$ cat src/design/midpoint_ellipse_rasterizer_assert.svh
// ----------------------------------------------------------------------------
// midpoint ellipse rasterizer assertion macros
// concurrent check helpers, sampled on clk and disabled while rst_n is low
// ----------------------------------------------------------------------------
`ifndef MIDPOINT_ELLIPSE_RASTERIZER_ASSERT_SVH
`define MIDPOINT_ELLIPSE_RASTERIZER_ASSERT_SVH

// same-cycle implication
`define MER_ASSERT_SAME(lbl, ante, cons) \
  lbl: assert property (@(posedge clk) disable iff (!rst_n) (ante) |-> (cons)) \
    else $error("midpoint_ellipse_rasterizer: assertion failed");

// next-cycle implication
`define MER_ASSERT_NEXT(lbl, ante, cons) \
  lbl: assert property (@(posedge clk) disable iff (!rst_n) (ante) |=> (cons)) \
    else $error("midpoint_ellipse_rasterizer: assertion failed");

`endif

$ cat src/design/mer_pkg.sv
// ----------------------------------------------------------------------------
// mer_pkg
// widths and constants shared by the ellipse rasterizer modules
// ----------------------------------------------------------------------------
package mer_pkg;

  // coordinate and step widths
  localparam int unsigned COORD_BITS = 12;
  localparam int unsigned XY_W       = COORD_BITS + 1;
  localparam int unsigned SQ_W       = 2 * COORD_BITS;
  localparam int unsigned PT_W       = 15;

  // shared multiplier operand and product widths
  localparam int unsigned MA_W   = 2 * (XY_W + 1);
  localparam int unsigned MB_W   = SQ_W;
  localparam int unsigned PROD_W = MA_W + MB_W;

  // decision variable and scratch register widths
  localparam int unsigned DEC_W = 56;
  localparam int unsigned T_W   = SQ_W + XY_W + 1;

  // scale factors of the decision update
  localparam int unsigned TIMES4_SHIFT = 2;
  localparam int unsigned TIMES8_SHIFT = 3;
  localparam int unsigned MUL_THREE    = 3;

endpackage

$ cat src/design/mer_mul.sv
// ----------------------------------------------------------------------------
// mer_mul
// shared unsigned multiplier with a registered product
// ----------------------------------------------------------------------------
module mer_mul (
  input  logic                        clk,
  input  logic [mer_pkg::MA_W-1:0]    mul_a,
  input  logic [mer_pkg::MB_W-1:0]    mul_b,
  output logic [mer_pkg::PROD_W-1:0]  prod
);
  import mer_pkg::*;

  logic [PROD_W-1:0] prod_r;

  always_ff @(posedge clk) begin
    prod_r <= PROD_W'(mul_a) * PROD_W'(mul_b);
  end

  assign prod = prod_r;

endmodule

$ cat src/design/midpoint_ellipse_rasterizer.sv
// ----------------------------------------------------------------------------
// midpoint_ellipse_rasterizer
// integer midpoint ellipse outline generator, one shared multiplier
// ----------------------------------------------------------------------------
// usage
//   input channel (in_valid / in_stall): req_type 0 starts a new ellipse from
//   center and second vertex, req_type 1 advances the outline one step.
//   result channel (out_valid / out_stall): four mirrored points per run,
//   last_of_run on the fourth, outline_done on the final point of the ellipse.
//   a step after the outline is done is accepted in idle and yields nothing.
// timing
//   a small sequencer drives one 28x24 multiplier, one product per cycle,
//   and one 56-bit accumulator; that multiplier sets the item time.
//   start runs ST0 to ST4, a region 1 step R1_0 to R1_4, a region 2 step
//   R2_0 to R2_3; the step that enters region 2 runs R1_0 to R1_2, E0 to
//   E5 and R2_0 to R2_3. then EM0 to EM3 hand out the points and the
//   sequencer returns to idle; no new request is taken before that.
// reset / stall
//   synchronous active-low reset empties the output register and marks the
//   outline finished. in_stall is high from acceptance until the last point
//   of the run is in the output register; a stalled receiver freezes the
//   sequencer in the emit phase and the held point stays on the port.
// ----------------------------------------------------------------------------
`include "midpoint_ellipse_rasterizer_assert.svh"

module midpoint_ellipse_rasterizer (
  input  logic                               clk,
  input  logic                               rst_n,
  // input channel
  input  logic                               in_valid,
  output logic                               in_stall,
  input  logic                               in_req_type,
  input  logic [mer_pkg::COORD_BITS-1:0]     in_center_x,
  input  logic [mer_pkg::COORD_BITS-1:0]     in_center_y,
  input  logic [mer_pkg::COORD_BITS-1:0]     in_edge_x,
  input  logic [mer_pkg::COORD_BITS-1:0]     in_edge_y,
  // result channel
  output logic                               out_valid,
  input  logic                               out_stall,
  output logic signed [mer_pkg::PT_W-1:0]    out_point_x,
  output logic signed [mer_pkg::PT_W-1:0]    out_point_y,
  output logic                               out_last_of_run,
  output logic                               out_outline_done
);
  import mer_pkg::*;

  // sequencer codes
  localparam logic [4:0] S_IDLE = 5'd0;
  localparam logic [4:0] S_ST0  = 5'd1;   // a*a
  localparam logic [4:0] S_ST1  = 5'd2;   // b*b
  localparam logic [4:0] S_ST2  = 5'd3;   // aa*b, d = aa
  localparam logic [4:0] S_ST3  = 5'd4;   // d -= 4*aa*b
  localparam logic [4:0] S_ST4  = 5'd5;   // d += 4*bb
  localparam logic [4:0] S_R1_0 = 5'd6;   // bb*(x+1)
  localparam logic [4:0] S_R1_1 = 5'd7;   // aa*(2y-1)
  localparam logic [4:0] S_R1_2 = 5'd8;   // slope test
  localparam logic [4:0] S_R1_3 = 5'd9;   // d += 4*bb*(2x+3)
  localparam logic [4:0] S_R1_4 = 5'd10;  // d -= 4*aa*(2y-2)
  localparam logic [4:0] S_E0   = 5'd11;  // (2x+1)^2
  localparam logic [4:0] S_E1   = 5'd12;  // (y-1)^2
  localparam logic [4:0] S_E2   = 5'd13;  // bb*(2x+1)^2
  localparam logic [4:0] S_E3   = 5'd14;  // d = bb*(2x+1)^2
  localparam logic [4:0] S_E4   = 5'd15;  // d += 4*aa*(y-1)^2
  localparam logic [4:0] S_E5   = 5'd16;  // d -= 4*aa*bb
  localparam logic [4:0] S_R2_0 = 5'd17;  // sign, bb*(2x+2)
  localparam logic [4:0] S_R2_1 = 5'd18;  // d += 4*bb*(2x+2) if negative
  localparam logic [4:0] S_R2_2 = 5'd19;  // d -= 8*aa*y
  localparam logic [4:0] S_R2_3 = 5'd20;  // d += 12*aa
  localparam logic [4:0] S_EM0  = 5'd21;  // (+x,+y)
  localparam logic [4:0] S_EM1  = 5'd22;  // (-x,+y)
  localparam logic [4:0] S_EM2  = 5'd23;  // (+x,-y)
  localparam logic [4:0] S_EM3  = 5'd24;  // (-x,-y)

  // control state
  logic [4:0] state_r, state_nxt;
  logic       finished_r, finished_nxt;
  logic       region2_r, region2_nxt;
  logic       out_valid_r, out_valid_nxt;

  // outline state and scratch
  logic [COORD_BITS-1:0] cx_r, cx_nxt;
  logic [COORD_BITS-1:0] cy_r, cy_nxt;
  logic [SQ_W-1:0]       aa_r, aa_nxt;
  logic [SQ_W-1:0]       bb_r, bb_nxt;
  logic [XY_W-1:0]       step_x_r, step_x_nxt;
  logic [XY_W-1:0]       step_y_r, step_y_nxt;
  logic [DEC_W-1:0]      decision_r, decision_nxt;
  logic                  neg_r, neg_nxt;
  logic [T_W-1:0]        t_r, t_nxt;

  // output register
  logic [PT_W-1:0] out_x_r, out_x_nxt;
  logic [PT_W-1:0] out_y_r, out_y_nxt;
  logic            out_last_r, out_last_nxt;
  logic            out_done_r, out_done_nxt;

  // shared multiplier
  logic [MA_W-1:0]   mul_a;
  logic [MB_W-1:0]   mul_b;
  logic [PROD_W-1:0] prod;

  // accumulator control
  logic             acc_en;
  logic             acc_load;
  logic             acc_sub;
  logic [DEC_W-1:0] acc_mag;
  logic [DEC_W-1:0] acc_base;
  logic [DEC_W-1:0] acc_term;

  // derived step terms
  logic [COORD_BITS-1:0] a_abs;
  logic [COORD_BITS-1:0] b_abs;
  logic [XY_W:0]         x_p1;
  logic [XY_W:0]         x2_p1;
  logic [XY_W:0]         x2_p2;
  logic [XY_W:0]         x2_p3;
  logic [XY_W:0]         y2_m1;
  logic [XY_W:0]         y2_m2;
  logic [XY_W-1:0]       y_m1;
  logic                  slope;
  logic                  out_free;

  // mirrored coordinates, wrapped to the point width
  logic [PT_W-1:0] px;
  logic [PT_W-1:0] mx;
  logic [PT_W-1:0] py;
  logic [PT_W-1:0] my;

  mer_mul u_mul (
    .clk   (clk),
    .mul_a (mul_a),
    .mul_b (mul_b),
    .prod  (prod)
  );

  assign a_abs = (in_edge_x >= in_center_x) ? (in_edge_x - in_center_x)
                                            : (in_center_x - in_edge_x);
  assign b_abs = (in_edge_y >= in_center_y) ? (in_edge_y - in_center_y)
                                            : (in_center_y - in_edge_y);

  assign x_p1  = {1'b0, step_x_r} + (XY_W+1)'(1);
  assign x2_p1 = {step_x_r, 1'b0} + (XY_W+1)'(1);
  assign x2_p2 = {step_x_r, 1'b0} + (XY_W+1)'(2);
  assign x2_p3 = {step_x_r, 1'b0} + (XY_W+1)'(3);
  assign y2_m1 = {step_y_r, 1'b0} - (XY_W+1)'(1);
  assign y2_m2 = {step_y_r, 1'b0} - (XY_W+1)'(2);
  assign y_m1  = step_y_r - XY_W'(1);

  // region 1 continues while 2*bb*(x+1) < aa*(2y-1) and y is nonzero
  assign slope = (step_y_r != '0) && (PROD_W'({t_r, 1'b0}) < prod);

  assign px = PT_W'(cx_r) + PT_W'(step_x_r);
  assign mx = PT_W'(cx_r) - PT_W'(step_x_r);
  assign py = PT_W'(cy_r) + PT_W'(step_y_r);
  assign my = PT_W'(cy_r) - PT_W'(step_y_r);

  // output register can take a point when empty or being drained
  assign out_free = !out_valid_r || !out_stall;

  // single 56-bit add/subtract into the decision register, which wraps
  assign acc_base = acc_load ? '0 : decision_r;
  assign acc_term = acc_sub ? (~acc_mag + DEC_W'(1)) : acc_mag;

  always_comb begin
    state_nxt    = state_r;
    finished_nxt = finished_r;
    region2_nxt  = region2_r;
    cx_nxt       = cx_r;
    cy_nxt       = cy_r;
    aa_nxt       = aa_r;
    bb_nxt       = bb_r;
    step_x_nxt   = step_x_r;
    step_y_nxt   = step_y_r;
    neg_nxt      = neg_r;
    t_nxt        = t_r;
    mul_a        = '0;
    mul_b        = '0;
    acc_en       = 1'b0;
    acc_load     = 1'b0;
    acc_sub      = 1'b0;
    acc_mag      = '0;
    out_valid_nxt = out_valid_r && out_stall;
    out_x_nxt    = out_x_r;
    out_y_nxt    = out_y_r;
    out_last_nxt = out_last_r;
    out_done_nxt = out_done_r;

    case (state_r)
      S_IDLE: begin
        if (in_valid) begin
          if (!in_req_type) begin
            // new ellipse; semi-axis a waits in scratch, b becomes y
            cx_nxt      = in_center_x;
            cy_nxt      = in_center_y;
            t_nxt       = T_W'(a_abs);
            step_x_nxt  = '0;
            step_y_nxt  = XY_W'(b_abs);
            region2_nxt = 1'b0;
            state_nxt   = S_ST0;
          end else if (!finished_r) begin
            state_nxt = region2_r ? S_R2_0 : S_R1_0;
          end
        end
      end
      S_ST0: begin
        mul_a     = MA_W'(t_r[COORD_BITS-1:0]);
        mul_b     = MB_W'(t_r[COORD_BITS-1:0]);
        state_nxt = S_ST1;
      end
      S_ST1: begin
        aa_nxt    = prod[SQ_W-1:0];
        mul_a     = MA_W'(step_y_r);
        mul_b     = MB_W'(step_y_r);
        state_nxt = S_ST2;
      end
      S_ST2: begin
        bb_nxt    = prod[SQ_W-1:0];
        mul_a     = MA_W'(step_y_r);
        mul_b     = aa_r;
        acc_en    = 1'b1;
        acc_load  = 1'b1;
        acc_mag   = DEC_W'(aa_r);
        state_nxt = S_ST3;
      end
      S_ST3: begin
        acc_en    = 1'b1;
        acc_sub   = 1'b1;
        acc_mag   = DEC_W'(prod) << TIMES4_SHIFT;
        state_nxt = S_ST4;
      end
      S_ST4: begin
        acc_en    = 1'b1;
        acc_mag   = DEC_W'(bb_r) << TIMES4_SHIFT;
        state_nxt = S_EM0;
      end
      S_R1_0: begin
        mul_a     = MA_W'(x_p1);
        mul_b     = bb_r;
        state_nxt = S_R1_1;
      end
      S_R1_1: begin
        t_nxt     = prod[T_W-1:0];
        mul_a     = MA_W'(y2_m1);
        mul_b     = aa_r;
        state_nxt = S_R1_2;
      end
      S_R1_2: begin
        if (slope) begin
          // sign is taken before the update touches d
          neg_nxt   = decision_r[DEC_W-1];
          mul_a     = MA_W'(x2_p3);
          mul_b     = bb_r;
          state_nxt = S_R1_3;
        end else begin
          state_nxt = S_E0;
        end
      end
      S_R1_3: begin
        acc_en    = 1'b1;
        acc_mag   = DEC_W'(prod) << TIMES4_SHIFT;
        mul_a     = MA_W'(y2_m2);
        mul_b     = aa_r;
        state_nxt = S_R1_4;
      end
      S_R1_4: begin
        if (!neg_r) begin
          acc_en     = 1'b1;
          acc_sub    = 1'b1;
          acc_mag    = DEC_W'(prod) << TIMES4_SHIFT;
          step_y_nxt = step_y_r - XY_W'(1);
        end
        step_x_nxt = step_x_r + XY_W'(1);
        state_nxt  = S_EM0;
      end
      S_E0: begin
        mul_a     = MA_W'(x2_p1);
        mul_b     = MB_W'(x2_p1);
        state_nxt = S_E1;
      end
      S_E1: begin
        t_nxt     = prod[T_W-1:0];
        mul_a     = MA_W'(y_m1);
        mul_b     = MB_W'(y_m1);
        state_nxt = S_E2;
      end
      S_E2: begin
        // (2x+1)^2 goes to the multiplier while (y-1)^2 takes its place
        t_nxt     = prod[T_W-1:0];
        mul_a     = t_r[MA_W-1:0];
        mul_b     = bb_r;
        state_nxt = S_E3;
      end
      S_E3: begin
        acc_en    = 1'b1;
        acc_load  = 1'b1;
        acc_mag   = DEC_W'(prod);
        mul_a     = MA_W'(aa_r);
        mul_b     = t_r[MB_W-1:0];
        state_nxt = S_E4;
      end
      S_E4: begin
        acc_en    = 1'b1;
        acc_mag   = DEC_W'(prod) << TIMES4_SHIFT;
        mul_a     = MA_W'(aa_r);
        mul_b     = bb_r;
        state_nxt = S_E5;
      end
      S_E5: begin
        acc_en      = 1'b1;
        acc_sub     = 1'b1;
        acc_mag     = DEC_W'(prod) << TIMES4_SHIFT;
        region2_nxt = 1'b1;
        state_nxt   = S_R2_0;
      end
      S_R2_0: begin
        neg_nxt   = decision_r[DEC_W-1];
        mul_a     = MA_W'(x2_p2);
        mul_b     = bb_r;
        state_nxt = S_R2_1;
      end
      S_R2_1: begin
        if (neg_r) begin
          acc_en  = 1'b1;
          acc_mag = DEC_W'(prod) << TIMES4_SHIFT;
        end
        mul_a     = MA_W'(step_y_r);
        mul_b     = aa_r;
        state_nxt = S_R2_2;
      end
      S_R2_2: begin
        acc_en    = 1'b1;
        acc_sub   = 1'b1;
        acc_mag   = DEC_W'(prod) << TIMES8_SHIFT;
        mul_a     = MA_W'(MUL_THREE);
        mul_b     = aa_r;
        state_nxt = S_R2_3;
      end
      S_R2_3: begin
        // 12*aa as 4 * (3*aa)
        acc_en     = 1'b1;
        acc_mag    = DEC_W'(prod) << TIMES4_SHIFT;
        if (neg_r) begin
          step_x_nxt = step_x_r + XY_W'(1);
        end
        step_y_nxt = step_y_r - XY_W'(1);
        state_nxt  = S_EM0;
      end
      S_EM0: begin
        finished_nxt = (step_y_r == '0);
        if (out_free) begin
          out_valid_nxt = 1'b1;
          out_x_nxt     = px;
          out_y_nxt     = py;
          out_last_nxt  = 1'b0;
          out_done_nxt  = 1'b0;
          state_nxt     = S_EM1;
        end
      end
      S_EM1: begin
        if (out_free) begin
          out_valid_nxt = 1'b1;
          out_x_nxt     = mx;
          out_y_nxt     = py;
          out_last_nxt  = 1'b0;
          out_done_nxt  = 1'b0;
          state_nxt     = S_EM2;
        end
      end
      S_EM2: begin
        if (out_free) begin
          out_valid_nxt = 1'b1;
          out_x_nxt     = px;
          out_y_nxt     = my;
          out_last_nxt  = 1'b0;
          out_done_nxt  = 1'b0;
          state_nxt     = S_EM3;
        end
      end
      S_EM3: begin
        if (out_free) begin
          out_valid_nxt = 1'b1;
          out_x_nxt     = mx;
          out_y_nxt     = my;
          out_last_nxt  = 1'b1;
          out_done_nxt  = (step_y_r == '0);
          state_nxt     = S_IDLE;
        end
      end
      default: begin
        state_nxt = S_IDLE;
      end
    endcase
  end

  assign decision_nxt = acc_en ? (acc_base + acc_term) : decision_r;

  // control registers
  always_ff @(posedge clk) begin
    if (!rst_n) begin
      state_r     <= S_IDLE;
      finished_r  <= 1'b1;
      region2_r   <= 1'b0;
      out_valid_r <= 1'b0;
    end else begin
      state_r     <= state_nxt;
      finished_r  <= finished_nxt;
      region2_r   <= region2_nxt;
      out_valid_r <= out_valid_nxt;
    end
  end

  // datapath registers
  always_ff @(posedge clk) begin
    cx_r       <= cx_nxt;
    cy_r       <= cy_nxt;
    aa_r       <= aa_nxt;
    bb_r       <= bb_nxt;
    step_x_r   <= step_x_nxt;
    step_y_r   <= step_y_nxt;
    decision_r <= decision_nxt;
    neg_r      <= neg_nxt;
    t_r        <= t_nxt;
    out_x_r    <= out_x_nxt;
    out_y_r    <= out_y_nxt;
    out_last_r <= out_last_nxt;
    out_done_r <= out_done_nxt;
  end

  assign in_stall         = (state_r != S_IDLE);
  assign out_valid        = out_valid_r;
  assign out_point_x      = out_x_r;
  assign out_point_y      = out_y_r;
  assign out_last_of_run  = out_last_r;
  assign out_outline_done = out_done_r;

  // a point marked as end of outline always closes its run
  `MER_ASSERT_SAME(a_done_is_last, out_valid && out_outline_done, out_last_of_run)
  // a start transaction always occupies the sequencer on the next cycle
  `MER_ASSERT_NEXT(a_start_busy, in_valid && !in_stall && !in_req_type, in_stall)
  // the step position holds while its four mirrored points are handed out
  `MER_ASSERT_NEXT(a_emit_stable,
    state_r == S_EM1 || state_r == S_EM2 || state_r == S_EM3,
    $stable(step_x_r) && $stable(step_y_r))

endmodule

$ cat config.mk
export PLATFORM = sky130hd
export DESIGN_NAME = midpoint_ellipse_rasterizer
export DESIGN_NICKNAME = d
export VERILOG_FILES = /design/src/design/mer_pkg.sv /design/src/design/mer_mul.sv /design/src/design/midpoint_ellipse_rasterizer.sv
export VERILOG_INCLUDE_DIRS = /design/src /design/src/design
export SDC_FILE = /design/constraint.sdc
export NUM_CORES = 2
export LEC_CHECK = 0
export CORE_MARGIN = 4
export CORE_UTILIZATION = 35
export CTS_BUF_LIST = sky130_fd_sc_hd__clkbuf_4 sky130_fd_sc_hd__clkbuf_8 sky130_fd_sc_hd__clkbuf_16
export CTS_CLUSTER_DIAMETER = 200
export DETAILED_ROUTE_END_ITERATION = 8
export DONT_BUFFER_PORTS = 1
export REMOVE_ABC_BUFFERS = 1
export SYNTH_ARGS = -nofsm -noshare
export SYNTH_HDL_FRONTEND = slang
export SYNTH_SLANG_ARGS = --single-unit
$ cat constraint.sdc
create_clock -name clk -period 11.3 [get_ports clk]
set_input_delay 0.565 -clock clk [delete_from_list [all_inputs] [get_ports clk]]
set_output_delay 0.565 -clock clk [all_outputs]
set_load 0.05 [all_outputs]
==> flow_metrics.tcl <==
set metrics [dict create \
    hold_class "input port to register" \
    fin_crit_sh_pct 94.1 \
    place_inst 6621 \
    cts-root-buf "clkbuf_16" \
    synth_edf_count 225 \
    cts_tree "done" \
    rows 130 \
    relSlewSlack_pct 11.6 \
    port_buffers 0 \
    status "completed" \
    clock_skew_ns 0.0351 \
    antenna_found_initial 9 \
    wire_per_inst_um 22.4 \
    slowest_delay_ns 0.56 \
    start_util_pct 35.2 \
    drv_slew 0 \
    critical_path.startpoint_type "register" \
    syn_inst 5064 \
    yosysWarnings 0 \
    vias 37000 \
    htreeDepth 2 \
    die_w_um 364 \
    ys.flop_type "edfxtp_1" \
    ys_seq_elements 285 \
    cp.required_ns 11.75 \
    stdcell_count 6691 \
    drive_above_1_share_pct 6.03 \
    fmax_mhz 94.1 \
    reg2reg_setup_slack_ns 0.67 \
    holdWs_ns 0.0572 \
    yosys-top-cells-area "fa_1 (26%), edfxtp_1 (15%), ha_1 (10%)" \
    synth_common_cells "inv_1 (853), nand2_1 (616), fa_1 (579)" \
    path_class "register to register" \
    power.static_leakage_nw 21.6 \
    path_buf_inv 7 \
    cts_made_buffers 37 \
    drt_iter0_drc 3757 \
    post-route-util_pct 38.1 \
    setup_viol 0 \
    first_pass_iters 8 \
    cts.clk_slew.worst_paths_ns 0.06 \
    period_minus_slack_ns 10.63 \
    num_io_pins 87 \
    crit_path_frequent_cell "fa_1" \
    vias_per_cell 5.53 \
    dieArea_um2 132000 \
    gr-usage-all-layers_pct 22.6 \
    ys_types 100 \
    ant_nets 0 \
    crit_family "adder cells" \
    yosysMostFrequentCell "inv_1" \
    vdd_drop_max_uv 119 \
    numClockSinks 285 \
    syn_area_per_cell_um2 8.75 \
    gp_congestion 0.981 \
    die-height_um 364 \
    final.setup.tns_ns 0 \
    grt_pass1_wl_mm 231 \
    hold_viol_final 0 \
    grt_pass1_vias 37500 \
    async_reset_ff_share_pct 0 \
    routed_wl_mm 150 \
    syn_area_um2 44300 \
    critPathCaptureType "register" \
    tightest_slew_ns 1.29 \
    clock_latency_ns 0.58 \
    grt_max_degree 57 \
    maxCapViolations 0 \
    crit_fanout 16 \
    core_region_area_um2 126000 \
    clockBufferDepth 3 \
    yosysTopAreaCellShare_pct 26.2 \
    cellPowerDensity_nw_per_um2 174 \
    hold_buffers 0 \
    drc 0 \
    dpl.hpwl_mm 121 \
    grt_overflow 0 \
    yosys.area.top_type "fa_1" \
    syn2layout_area_growth_pct 8.10 \
    ys_seq_area_share_pct 18.0 \
    crit_arrival_ns 11.08 \
    rsz0062_at_grt "no" \
    nets 6010 \
    cp_slowest_cell "fa_1" \
]
-- cells by family after synthesis --
kind of cell / after synthesis / synth area share, %
adders and majority gates: 947 / 36.6
AOI/OAI and AO/OA: 971 / 15.2
buffers and inverters: 1101 / 9.57
xor gates and xnor gates: 203 / 4.05
muxes: 31 / 0.723
DFF: 285 / 18.0
and+or+nand+nor: 1526 / 16.0
-- final cells by class --
cell class | count | area [µm²]
Fill cell | 12700 | 77900
Multi-Input combinational cell | 3678 | 32200
Sequential cell | 285 | 7960
Inverter | 854 | 3210
Tap cell | 1650 | 2060
Timing Repair Buffer | 154 | 1160
Clock buffer | 49 | 1110
Clock inverter | 19 | 170
Antenna cell | 2 | 5.00
-- sequential cells by signal, indices dropped and copies added, names as in the netlist --
signal	count
finished_r	1
bb_r	24
region2_r	1
cx_r	12
u_mul.prod	52
out_valid	1
out_point_x	15
cy_r	12
step_x_r	13
out_outline_done	1
state_r	5
t_r	38
decision_r	56
out_last_of_run	1
aa_r	24
step_y_r	13
neg_r	1
out_point_y	15
-- per-layer routing --
layer	track usage, %	up-vias	wire length (µm)
met1	31.8	18500	65700
li1	-	16700	-
met2	34.5	1608	64100
met4	7.18	2	5640
met3	4.84	270	14500
met5	0	-	13
-- cell usage in the layout (no fill, tap or decap), types with 29 or more instances in the layout --
cell type	Yosys	layout
nor2_1	372	368
a21oi_1	223	222
buf_4	4	154
ha_1	368	368
o21ai_0	159	152
a21o_1	78	78
edfxtp_1	225	225
a22oi_1	51	51
and3_1	38	38
clkbuf_16	0	41
a22o_1	52	52
fa_1	579	579
a222oi_1	29	29
nand2_1	616	615
xor2_1	59	59
dfxtp_1	60	60
nand4_1	34	34
inv_1	853	853
a31oi_1	36	36
nor2b_1	37	37
nand3_1	82	82
and2_1	142	142
xnor2_1	143	143
a211oi_1	37	36
nor3_1	74	72
-- path summary, 6_finish.rpt --
| kind | from | endpoint | cells after the start |
|---|---|---|---|
| max | u_mul.prod[35] | u_mul.prod[49] | 34 |
| min | rst_n | finished_r | 1 |
| min reg2reg | finished_r | finished_r | 2 |
| max reg2reg | u_mul.prod[35] | u_mul.prod[49] | 34 |
-- worst register-to-register path, delay by kind of cell (launching register included) --
| kind | cells | cell delay [ns] |
|---|---|---|
| flops | 1 | 0.45 |
| compound gates | 11 | 3.29 |
| fa+ha+maj | 9 | 4.25 |
| simple gates | 7 | 1.56 |
| buf+inv | 7 | 0.99 |
-- timing repair --
item,in CTS,in global routing
gates resized for setup,0,6
endpoints found under the setup margin,0,4
setup buffers,0,0
-- per-stage QoR --
| stage | power, mW | instance area [µm²] | worst slack [ns] |
|---|---|---|---|
| 4_1_cts | 8.28 | 47800 | 0.267 |
| 3_3_place_gp | 6.95 | 46600 | 0.481 |
| 2_1_floorplan | 5.18 | 43300 | 0.271 |
| 6_report | 8.34 | 47900 | 0.670 |
| 5_1_grt | 8.96 | 47900 | 0.0467 |
| 3_5_place_dp | 6.99 | 46600 | 0.283 |
-- power breakdown --
part           internal (mW)  leakage [nW]  switching [mW]
Combinational           1.84          18.4            3.48
Clock                  0.744         0.639           0.513
Sequential              1.52          2.57           0.233
Power figures use the tool's default switching activity.
